File: src/rtl/agp_pkg.sv
// Shared constants and types for the packed genotype allele statistics block.
`timescale 1ns / 1ps

package agp_pkg;

  localparam int unsigned MAX_SAMPLES = 1048576;
  localparam int unsigned CNT_W       = 21;   // sample counts and positions
  localparam int unsigned ALLELE_W    = 22;   // allele sums
  localparam int unsigned FRAC_BITS   = 16;
  localparam int unsigned Q_W         = FRAC_BITS + 1;  // Q1.16 quotient
  localparam int unsigned DIV_W       = 22;   // divider operand width
  localparam int unsigned STEP_W      = 5;    // holds Q_W
  localparam int unsigned LANES       = 32;
  localparam int unsigned WORD_W      = 2 * LANES;
  localparam int unsigned QDEPTH      = 4;
  localparam int unsigned QPTR_W      = 2;
  localparam int unsigned QCNT_W      = QPTR_W + 1;

  // Totals of one finished variant, passed from the front part to the back part.
  typedef struct packed {
    logic [ALLELE_W-1:0] alleles;
    logic [CNT_W-1:0]    called;
    logic [CNT_W-1:0]    n_eff;
  } variant_sums_t;

endpackage

File: src/rtl/agp_front.sv
// Front part: masks lanes past the sample count, classifies genotypes, accumulates sums.
`timescale 1ns / 1ps

module agp_front (
  input  logic                         clk_i,
  input  logic                         rst_ni,
  input  logic                         push,
  output logic                         full,
  input  logic [agp_pkg::WORD_W-1:0]   geno_word_i,
  input  logic                         last_word_i,
  input  logic [agp_pkg::CNT_W-1:0]    n_eff_i,
  input  logic [agp_pkg::QCNT_W-1:0]   q_count_i,
  output logic                         q_push_o,
  output agp_pkg::variant_sums_t       q_entry_o
);
  import agp_pkg::*;

  logic                    accept;
  logic [CNT_W-1:0]        pos_q, pos_d;
  logic                    s1_valid_q, s1_last_q;
  logic [LANES-1:0]        s1_called_q, called_d;
  logic [WORD_W-1:0]       s1_abits_q, abits_d;
  logic [CNT_W-1:0]        s1_n_q;
  logic [ALLELE_W-1:0]     asum_q, asum_next;
  logic [CNT_W-1:0]        csum_q, csum_next;
  logic [CNT_W:0]          diff;
  logic                    pos_below;
  logic [CNT_W:0]          pos_inc;
  logic [QCNT_W:0]         room_need;
  logic [5:0]              called_pop;
  logic [6:0]              allele_pop;

  // Block new words while the queue could not take a variant still in flight.
  assign room_need = {1'b0, q_count_i} + {{QCNT_W{1'b0}}, (s1_valid_q & s1_last_q)};
  assign full      = (room_need >= (QCNT_W + 1)'(QDEPTH));
  assign accept    = push & ~full;

  // Lane i is inside the variant when pos + i < n.
  assign diff      = {1'b0, n_eff_i} - {1'b0, pos_q};
  assign pos_below = (n_eff_i > pos_q);

  always_comb begin
    logic [1:0] code;
    logic       lane_ok;
    called_d = '0;
    abits_d  = '0;
    for (int i = 0; i < LANES; i++) begin
      lane_ok = pos_below && ((diff[CNT_W-1:5] != '0) || (diff[4:0] > 5'(i)));
      code    = lane_ok ? geno_word_i[2*i +: 2] : 2'b01;
      called_d[i]      = (code != 2'b01);
      abits_d[2*i +: 2] = (code != 2'b01) ? code : 2'b00;
    end
  end

  assign pos_inc = {1'b0, pos_q} + (CNT_W + 1)'(LANES);
  always_comb begin
    if (last_word_i) begin
      pos_d = '0;
    end else if (pos_inc > (CNT_W + 1)'(MAX_SAMPLES)) begin
      pos_d = CNT_W'(MAX_SAMPLES);
    end else begin
      pos_d = pos_inc[CNT_W-1:0];
    end
  end

  always_comb begin
    called_pop = '0;
    allele_pop = '0;
    for (int i = 0; i < LANES; i++) begin
      called_pop = called_pop + 6'(s1_called_q[i]);
    end
    for (int i = 0; i < WORD_W; i++) begin
      allele_pop = allele_pop + 7'(s1_abits_q[i]);
    end
  end

  assign asum_next = asum_q + ALLELE_W'(allele_pop);
  assign csum_next = csum_q + CNT_W'(called_pop);

  assign q_push_o          = s1_valid_q & s1_last_q;
  assign q_entry_o.alleles = asum_next;
  assign q_entry_o.called  = csum_next;
  assign q_entry_o.n_eff   = s1_n_q;

  always_ff @(posedge clk_i or negedge rst_ni) begin
    if (!rst_ni) begin
      pos_q      <= '0;
      s1_valid_q <= 1'b0;
      s1_last_q  <= 1'b0;
      asum_q     <= '0;
      csum_q     <= '0;
    end else begin
      s1_valid_q <= accept;
      if (accept) begin
        pos_q     <= pos_d;
        s1_last_q <= last_word_i;
      end
      if (s1_valid_q) begin
        if (s1_last_q) begin
          asum_q <= '0;
          csum_q <= '0;
        end else begin
          asum_q <= asum_next;
          csum_q <= csum_next;
        end
      end
    end
  end

  always_ff @(posedge clk_i) begin
    if (accept) begin
      s1_called_q <= called_d;
      s1_abits_q  <= abits_d;
      s1_n_q      <= n_eff_i;
    end
  end

endmodule

File: src/rtl/agp_fifo.sv
// Short queue of finished variant totals between the front and back parts.
`timescale 1ns / 1ps

module agp_fifo (
  input  logic                        clk_i,
  input  logic                        rst_ni,
  input  logic                        push_i,
  input  agp_pkg::variant_sums_t      entry_i,
  input  logic                        pop_i,
  output agp_pkg::variant_sums_t      head_o,
  output logic                        empty_o,
  output logic [agp_pkg::QCNT_W-1:0]  count_o
);
  import agp_pkg::*;

  variant_sums_t       mem_q [QDEPTH];
  logic [QPTR_W-1:0]   wr_q, rd_q;
  logic [QCNT_W-1:0]   cnt_q;
  logic                do_pop;

  assign empty_o = (cnt_q == '0);
  assign count_o = cnt_q;
  assign head_o  = mem_q[rd_q];
  assign do_pop  = pop_i & ~empty_o;

  always_ff @(posedge clk_i or negedge rst_ni) begin
    if (!rst_ni) begin
      wr_q  <= '0;
      rd_q  <= '0;
      cnt_q <= '0;
    end else begin
      if (push_i) begin
        wr_q <= wr_q + QPTR_W'(1);
      end
      if (do_pop) begin
        rd_q <= rd_q + QPTR_W'(1);
      end
      cnt_q <= cnt_q + QCNT_W'(push_i) - QCNT_W'(do_pop);
    end
  end

  always_ff @(posedge clk_i) begin
    if (push_i) begin
      mem_q[wr_q] <= entry_i;
    end
  end

endmodule

File: src/rtl/agp_div.sv
// Restoring divider producing a Q1.16 quotient one bit per cycle.
`timescale 1ns / 1ps

module agp_div (
  input  logic                       clk_i,
  input  logic                       rst_ni,
  input  logic                       start_i,
  input  logic [agp_pkg::DIV_W-1:0]  dividend_i,
  input  logic [agp_pkg::DIV_W-1:0]  divisor_i,
  output logic                       done_o,
  output logic [agp_pkg::Q_W-1:0]    quotient_o
);
  import agp_pkg::*;

  // The dividend never exceeds the divisor, so the quotient fits Q_W bits.
  logic [DIV_W:0]    rem_q, trial;
  logic [DIV_W-1:0]  div_q;
  logic [Q_W-1:0]    quo_q;
  logic [STEP_W-1:0] cnt_q;
  logic              run_q, done_q;
  logic              take;

  assign trial = (cnt_q == STEP_W'(Q_W)) ? rem_q : {rem_q[DIV_W-1:0], 1'b0};
  assign take  = (trial >= {1'b0, div_q});

  assign done_o     = done_q;
  assign quotient_o = quo_q;

  always_ff @(posedge clk_i or negedge rst_ni) begin
    if (!rst_ni) begin
      run_q  <= 1'b0;
      done_q <= 1'b0;
      cnt_q  <= '0;
    end else if (start_i) begin
      run_q  <= 1'b1;
      done_q <= 1'b0;
      cnt_q  <= STEP_W'(Q_W);
    end else if (run_q) begin
      cnt_q <= cnt_q - STEP_W'(1);
      if (cnt_q == STEP_W'(1)) begin
        run_q  <= 1'b0;
        done_q <= 1'b1;
      end
    end
  end

  always_ff @(posedge clk_i) begin
    if (start_i) begin
      rem_q <= {1'b0, dividend_i};
      div_q <= divisor_i;
      quo_q <= '0;
    end else if (run_q) begin
      rem_q <= take ? (trial - {1'b0, div_q}) : trial;
      quo_q <= {quo_q[Q_W-2:0], take};
    end
  end

endmodule

File: src/rtl/agp_back.sv
// Back part: takes variant totals, runs both rate divisions and holds the result item.
`timescale 1ns / 1ps

module agp_back (
  input  logic                          clk_i,
  input  logic                          rst_ni,
  input  agp_pkg::variant_sums_t        head_i,
  input  logic                          q_empty_i,
  output logic                          q_pop_o,
  input  logic                          pop,
  output logic                          empty,
  output logic [agp_pkg::ALLELE_W-1:0]  allele_count_o,
  output logic [agp_pkg::CNT_W-1:0]     called_count_o,
  output logic [agp_pkg::Q_W-1:0]       allele_freq_o,
  output logic [agp_pkg::Q_W-1:0]       missing_rate_o,
  output logic                          no_calls_o
);
  import agp_pkg::*;

  typedef enum logic {
    ST_IDLE,
    ST_RUN
  } back_state_e;

  back_state_e         state_q;
  logic                out_valid_q;
  logic                slot_free;
  logic                start;
  logic                finish;
  logic [CNT_W-1:0]    missing;
  logic [ALLELE_W-1:0] alleles_q;
  logic [CNT_W-1:0]    called_q;
  logic                freq_done, rate_done;
  logic [Q_W-1:0]      freq_quo, rate_quo;

  assign slot_free = ~out_valid_q | pop;
  assign empty     = ~out_valid_q;
  assign start     = (state_q == ST_IDLE) & ~q_empty_i;
  assign q_pop_o   = start;
  assign finish    = (state_q == ST_RUN) & freq_done & rate_done & slot_free;

  // A count change within a variant can leave more calls than samples.
  assign missing = (head_i.called <= head_i.n_eff) ? (head_i.n_eff - head_i.called) : '0;

  agp_div u_freq_div (
    .clk_i      (clk_i),
    .rst_ni     (rst_ni),
    .start_i    (start),
    .dividend_i (head_i.alleles),
    .divisor_i  ({head_i.called, 1'b0}),
    .done_o     (freq_done),
    .quotient_o (freq_quo)
  );

  agp_div u_rate_div (
    .clk_i      (clk_i),
    .rst_ni     (rst_ni),
    .start_i    (start),
    .dividend_i ({1'b0, missing}),
    .divisor_i  ({1'b0, head_i.n_eff}),
    .done_o     (rate_done),
    .quotient_o (rate_quo)
  );

  always_ff @(posedge clk_i or negedge rst_ni) begin
    if (!rst_ni) begin
      state_q        <= ST_IDLE;
      out_valid_q    <= 1'b0;
      alleles_q      <= '0;
      called_q       <= '0;
      allele_count_o <= '0;
      called_count_o <= '0;
      allele_freq_o  <= '0;
      missing_rate_o <= '0;
      no_calls_o     <= 1'b0;
    end else begin
      unique case (state_q)
        ST_IDLE: begin
          if (start) begin
            state_q <= ST_RUN;
          end
        end
        ST_RUN: begin
          if (finish) begin
            state_q <= ST_IDLE;
          end
        end
        default: state_q <= ST_IDLE;
      endcase
      if (finish) begin
        out_valid_q <= 1'b1;
      end else if (pop) begin
        out_valid_q <= 1'b0;
      end
      if (start) begin
        alleles_q <= head_i.alleles;
        called_q  <= head_i.called;
      end
      if (finish) begin
        allele_count_o <= alleles_q;
        called_count_o <= called_q;
        allele_freq_o  <= (called_q == '0) ? '0 : freq_quo;
        missing_rate_o <= rate_quo;
        no_calls_o     <= (called_q == '0);
      end
    end
  end

endmodule

File: src/rtl/packed_genotype_allele_stats.sv
// Top level of the packed genotype allele statistics block.
`timescale 1ns / 1ps

// Usage: genotype words enter on a queue-style port. An item (one 64-bit word of 32
// two-bit codes plus a last-word flag) is taken when push is high and full is low.
// The word with last_word_i set closes a variant and produces one result item:
// allele and called counts, allele frequency and missing rate in unsigned Q1.16.
// Results leave through a queue-style port: while empty is low the oldest result
// is on the outputs, and it is taken when pop is high.
// Throughput: one word per cycle while full is low. Each word is classified in one
// stage and its called samples and alleles are counted and summed in the next;
// lanes past the configured sample count read as missing.
// Path of a result after the edge that takes its last word: one summing stage that
// also writes the variant queue, the start of the two bit-serial dividers, their 17
// steps, and the output register. The dividers set the pace of results: the back
// part takes the next variant only once the last has left them. A four-entry queue
// holds finished variants meanwhile, so short variants back-to-back make full rise.
// If the receiver stalls, the result waits in the output register, the dividers
// hold their quotients and the queue fills; full then stops new words.
// Reset clears all sums, the sample position, the queue and the output, and sets
// sample_count to one. Write sample_count only between variants.
module packed_genotype_allele_stats (
  input  logic                          clk_i,
  input  logic                          rst_ni,
  input  logic                          sample_count_we_i,
  input  logic [agp_pkg::CNT_W-1:0]     sample_count_i,
  input  logic                          push,
  output logic                          full,
  input  logic [agp_pkg::WORD_W-1:0]    geno_word_i,
  input  logic                          last_word_i,
  output logic                          empty,
  input  logic                          pop,
  output logic [agp_pkg::ALLELE_W-1:0]  allele_count_o,
  output logic [agp_pkg::CNT_W-1:0]     called_count_o,
  output logic [agp_pkg::Q_W-1:0]       allele_freq_o,
  output logic [agp_pkg::Q_W-1:0]       missing_rate_o,
  output logic                          no_calls_o
);
  import agp_pkg::*;

  logic [CNT_W-1:0]   sample_count_q;
  logic [CNT_W-1:0]   n_eff;
  logic               q_push, q_pop, q_empty;
  logic [QCNT_W-1:0]  q_count;
  variant_sums_t      q_entry, q_head;

  always_ff @(posedge clk_i or negedge rst_ni) begin
    if (!rst_ni) begin
      sample_count_q <= CNT_W'(1);
    end else if (sample_count_we_i) begin
      sample_count_q <= sample_count_i;
    end
  end

  // A count of zero behaves as one sample; counts above the maximum are clipped.
  always_comb begin
    if (sample_count_q == '0) begin
      n_eff = CNT_W'(1);
    end else if (sample_count_q > CNT_W'(MAX_SAMPLES)) begin
      n_eff = CNT_W'(MAX_SAMPLES);
    end else begin
      n_eff = sample_count_q;
    end
  end

  agp_front u_front (
    .clk_i       (clk_i),
    .rst_ni      (rst_ni),
    .push        (push),
    .full        (full),
    .geno_word_i (geno_word_i),
    .last_word_i (last_word_i),
    .n_eff_i     (n_eff),
    .q_count_i   (q_count),
    .q_push_o    (q_push),
    .q_entry_o   (q_entry)
  );

  agp_fifo u_fifo (
    .clk_i   (clk_i),
    .rst_ni  (rst_ni),
    .push_i  (q_push),
    .entry_i (q_entry),
    .pop_i   (q_pop),
    .head_o  (q_head),
    .empty_o (q_empty),
    .count_o (q_count)
  );

  agp_back u_back (
    .clk_i          (clk_i),
    .rst_ni         (rst_ni),
    .head_i         (q_head),
    .q_empty_i      (q_empty),
    .q_pop_o        (q_pop),
    .pop            (pop),
    .empty          (empty),
    .allele_count_o (allele_count_o),
    .called_count_o (called_count_o),
    .allele_freq_o  (allele_freq_o),
    .missing_rate_o (missing_rate_o),
    .no_calls_o     (no_calls_o)
  );

endmodule
File: config.mk
export PLATFORM = sky130hd
export DESIGN_NAME = packed_genotype_allele_stats
export DESIGN_NICKNAME = d
export VERILOG_FILES = /design/src/rtl/agp_pkg.sv /design/src/rtl/agp_front.sv /design/src/rtl/agp_fifo.sv /design/src/rtl/agp_div.sv /design/src/rtl/agp_back.sv /design/src/rtl/packed_genotype_allele_stats.sv
export SDC_FILE = /design/constraint.sdc
export NUM_CORES = 1
export LEC_CHECK = 0
export BUFFER_PORTS_ARGS = -buffer_cell sky130_fd_sc_hd__buf_4
export CAP_MARGIN = 20
export CORE_MARGIN = 5
export CORE_UTILIZATION = 35
export DETAILED_ROUTE_END_ITERATION = 10
export PLACE_DENSITY_LB_ADDON = 0.05
export RECOVER_POWER = 100
export SYNTH_ARGS = -nofsm -noshare
export SYNTH_HDL_FRONTEND = slang
export SYNTH_SLANG_ARGS = --single-unit
File: constraint.sdc
create_clock -name clk_i -period 6.8 [get_ports clk_i]
set_clock_uncertainty 0.05 [all_clocks]
set_input_delay 0.34 -clock clk_i [delete_from_list [all_inputs] [get_ports clk_i]]
set_output_delay 0.34 -clock clk_i [all_outputs]
set_load 0.01 [all_outputs]
==> impl_metrics.toml <==
[outcome]
status = "finished, violations left"
violations = "capacitance limit, slew limit, setup timing"

[synth]
synth_cell_type_count = 83
synth_common_cells = "458 x edfxtp_1, 394 x nand2_1, 286 x inv_1"
synth_top_family_by_area = "simple AND/OR/NAND/NOR gates"
synth_edf_count = 458
syn-num-nets = 3475
synthCells = 3170
synthFlopType = "edfxtp_1"
seq_area_frac_synth = 0.5380
yosysWarnings = 0
synth_compound_area_frac = 0.09037
ys_seq_elements = 721
yosysTopAreaCellShare = 0.3672
postSynthAreaPerCell_um2 = 11.81
synth_fa_ha_area_frac = 0.08833
synth.area.mux_share = 0.07463
synth.area.top_cells = "edfxtp_1 37%, dfrtp_1 15%, fa_1 4.5%"
synth_most_common_cell = "edfxtp_1"
syn_area_um2 = 37450
synth_top_area_cell = "edfxtp_1"
ys_async_sr_fraction = 0.3135
synthXorXnorAreaFrac = 0.02619
yosys.area_share.simple = 0.1375

[die]
core-area_um2 = 106800
die_w_um = 337.1
num_rows = 120
fp.dieH_um = 337.1
initial_utilization = 0.3508
die_area_um2 = 113700
ios = 171

[placement]
io_buffers = 170
gp_congestion = 0.8681
pre_cts_slack_ns = -0.7853
dp_hpwl_mm = 71.87
dp_cells = 4680
place_area_um2 = 40710

[clock_tree]
h-tree-depth = 3
clk_pin_slew_worst_paths_ns = 0.06
cts_tree = "yes"
cts-root-buf = "clkbuf_16"
clockBufferDepth = 3
insertion_delay_ns = 0.65
cts-buffers-inserted = 87
clkSinkCount = 721

[flow_run]
max_cap_viol_count = 15

[grt]
overflow = 0
grt_pass1_wl_mm = 155.0
grt_pass1_vias = 26030
track_usage = 0.1752
antenna_found_initial = 2
grt_max_degree = 134

[sta]
period_needed_ns = 7.475
setup_viol = 166
drv_slew = 694
hold_viol_final = 0
rsz0062_at_grt = "yes"
max_freq_mhz = 133.8
slew_headroom = -2.486
setup_ws_ns = -0.6751
fin_crit_sh = 1.099
worstMarginPinSlew_ns = 5.229

[hold_path]
hold_path_class = "input port to flip-flop"

[detailed_routing]
dr.pass1.iters = 5
drtAntennaViolNets = 0
vias = 25000
routed_wl_mm = 100.5
drt-initial-drc-count = 1372
viasPerCell = 5.061
drc = 0
wl_per_cell_um = 20.33

[critical_path]
path_cells = "ha_1 -> inv_2 -> fa_1 -> fa_1 -> fa_2 -> fa_2 -> fa_1 -> fa_1 -> fa_1 -> fa_1 -> fa_2 -> fa_2 -> inv_2 -> ha_4 -> a21o_1 -> a21oi_2 -> o21ai_2 -> a21oi_4 -> o21ai_2 -> buf_4 -> a21o_4 -> buf_6 -> a311o_1 -> nand2_1"
start_kind = "flip-flop"
cpMaxStageDelayCell = "fa_1"
worstPathArrival_ns = 8.00
path_max_fanout = 6
cp.required_ns = 7.33
slowest_delay_ns = 0.59
cpMostUsedCell = "fa_1"
cp-end-kind = "flip-flop"
crit_type = "flip-flop to flip-flop"

[finish]
fillers = 10160
antenna_cells = 0
final_cell_area_um2 = 44590
finish.utilization = 0.4177
syn2layout_area_growth_pct = 19.06
instances_no_fill = 4941
drive_above_1_share = 0.1614
fin_nets = 3768
## kinds of logic (layout without fill, tap and decap cells)
group	after synthesis	after routing
buffers and inverters	435	803
flip-flops	721	721
AO/OA/AOI/OAI	511	511
adder cells (fa/ha/maj)	214	214
XOR/XNOR	112	112
other	2	2
multiplexers	191	191
AND/OR/NAND/NOR	984	984
## layout make-up
cell class	instances	area (um^2)	share of cell area
repair buffers	351	2531	0.05676
flip-flops and latches	721	20150	0.4519
clock inverters	41	478.0	0.01072
well taps	1403	1755	0.03937
clock buffers	123	2550	0.05718
inverters	288	1085	0.02433
multi-input cells	2014	16040	0.3597
## metrics by stage
step           hold WS [ns]  TNS [ns]
5_1_grt             0.02443   -117.86
3_5_place_dp         0.3399    -70.04
4_1_cts           0.0005334    -48.27
2_1_floorplan     -0.005591    -22.06
3_3_place_gp         0.3405    -56.23
6_report            0.04424    -63.74
## critical path: cells and delay by family (launching register included)
family	cells	cell delay [ns]
buffers and inverters	4	0.37
AND/OR/NAND/NOR	1	0.06
adder cells (fa/ha/maj)	12	5.37
flip-flops	1	0.38
AO/OA/AOI/OAI	7	1.19
## sequential cells by signal (all words and copies together) (netlist names), 22 cells and up
name,count
u_back.u_freq_div.rem_q,23
u_back.u_rate_div.rem_q,23
u_front.s1_abits_q,64
u_front.s1_called_q,32
u_back.alleles_q,22
u_back.allele_count_o,22
u_front.asum_q,22
u_fifo.mem_q,256
## path summary, 6_finish.rpt
check / from / to / slack [ns] / cells past startpoint
max in group asynchronous: rst_ni / u_front.pos_q[9]$_DFFE_PN0P_ / 1.31 / 3
min: geno_word_i[47] / u_front.s1_abits_q[46]$_SDFFCE_PN0P_ / 0.04 / 3
max reg2reg: u_front.s1_abits_q[0]$_SDFFCE_PN0P_ / u_front.asum_q[15]$_DFFE_PN0P_ / -0.68 / 24
max: u_front.s1_abits_q[0]$_SDFFCE_PN0P_ / u_front.asum_q[15]$_DFFE_PN0P_ / -0.68 / 24
min in group asynchronous: rst_ni / u_back.u_rate_div.cnt_q[3]$_DFFE_PN0P_ / 2.11 / 2
min reg2reg: u_back.u_rate_div.quotient_o[14]$_SDFFE_PP0P_ / u_back.missing_rate_o[14]$_DFFE_PN0P_ / 0.40 / 2
## layout by cell type (no fill, tap or decap), types with 32 or more instances in the layout
master / count
a21o_1: 37
a21oi_1: 99
a22o_1: 39
buf_4: 143
clkbuf_1: 118
clkbuf_16: 90
dfrtp_1: 224
dfxtp_1: 37
dlygate4sd3_1: 90
edfxtp_1: 458
fa_1: 76
ha_1: 128
inv_1: 277
mux2_2: 65
mux2i_1: 60
mux4_2: 64
nand2_1: 387
nand3_1: 50
nor2_1: 150
nor2b_1: 61
nor3_1: 97
nor3b_1: 35
nor4_1: 36
o21ai_0: 88
o22ai_1: 32
xnor2_1: 51
## layer usage
layer  part of all wire  global-route usage  vias up
li1                   -                   -    11950
met1               0.45              0.2361    12480
met2               0.48              0.2976      458
met3              0.039             0.02539      122
met4              0.023             0.04776        0
met5                  0                   0        -
## repair_timing
action                                 CTS  global route
setup endpoints to repair              168           176
setup buffers                           13             9
gates resized for setup                 50           101
endpoints found under the hold margin  158             0
pin swaps                               19            72
hold buffers                            90             0
Power is left out: the tool's default activity adds up to more than one toggle a clock period on the data nets, which glitch-free logic cannot reach.
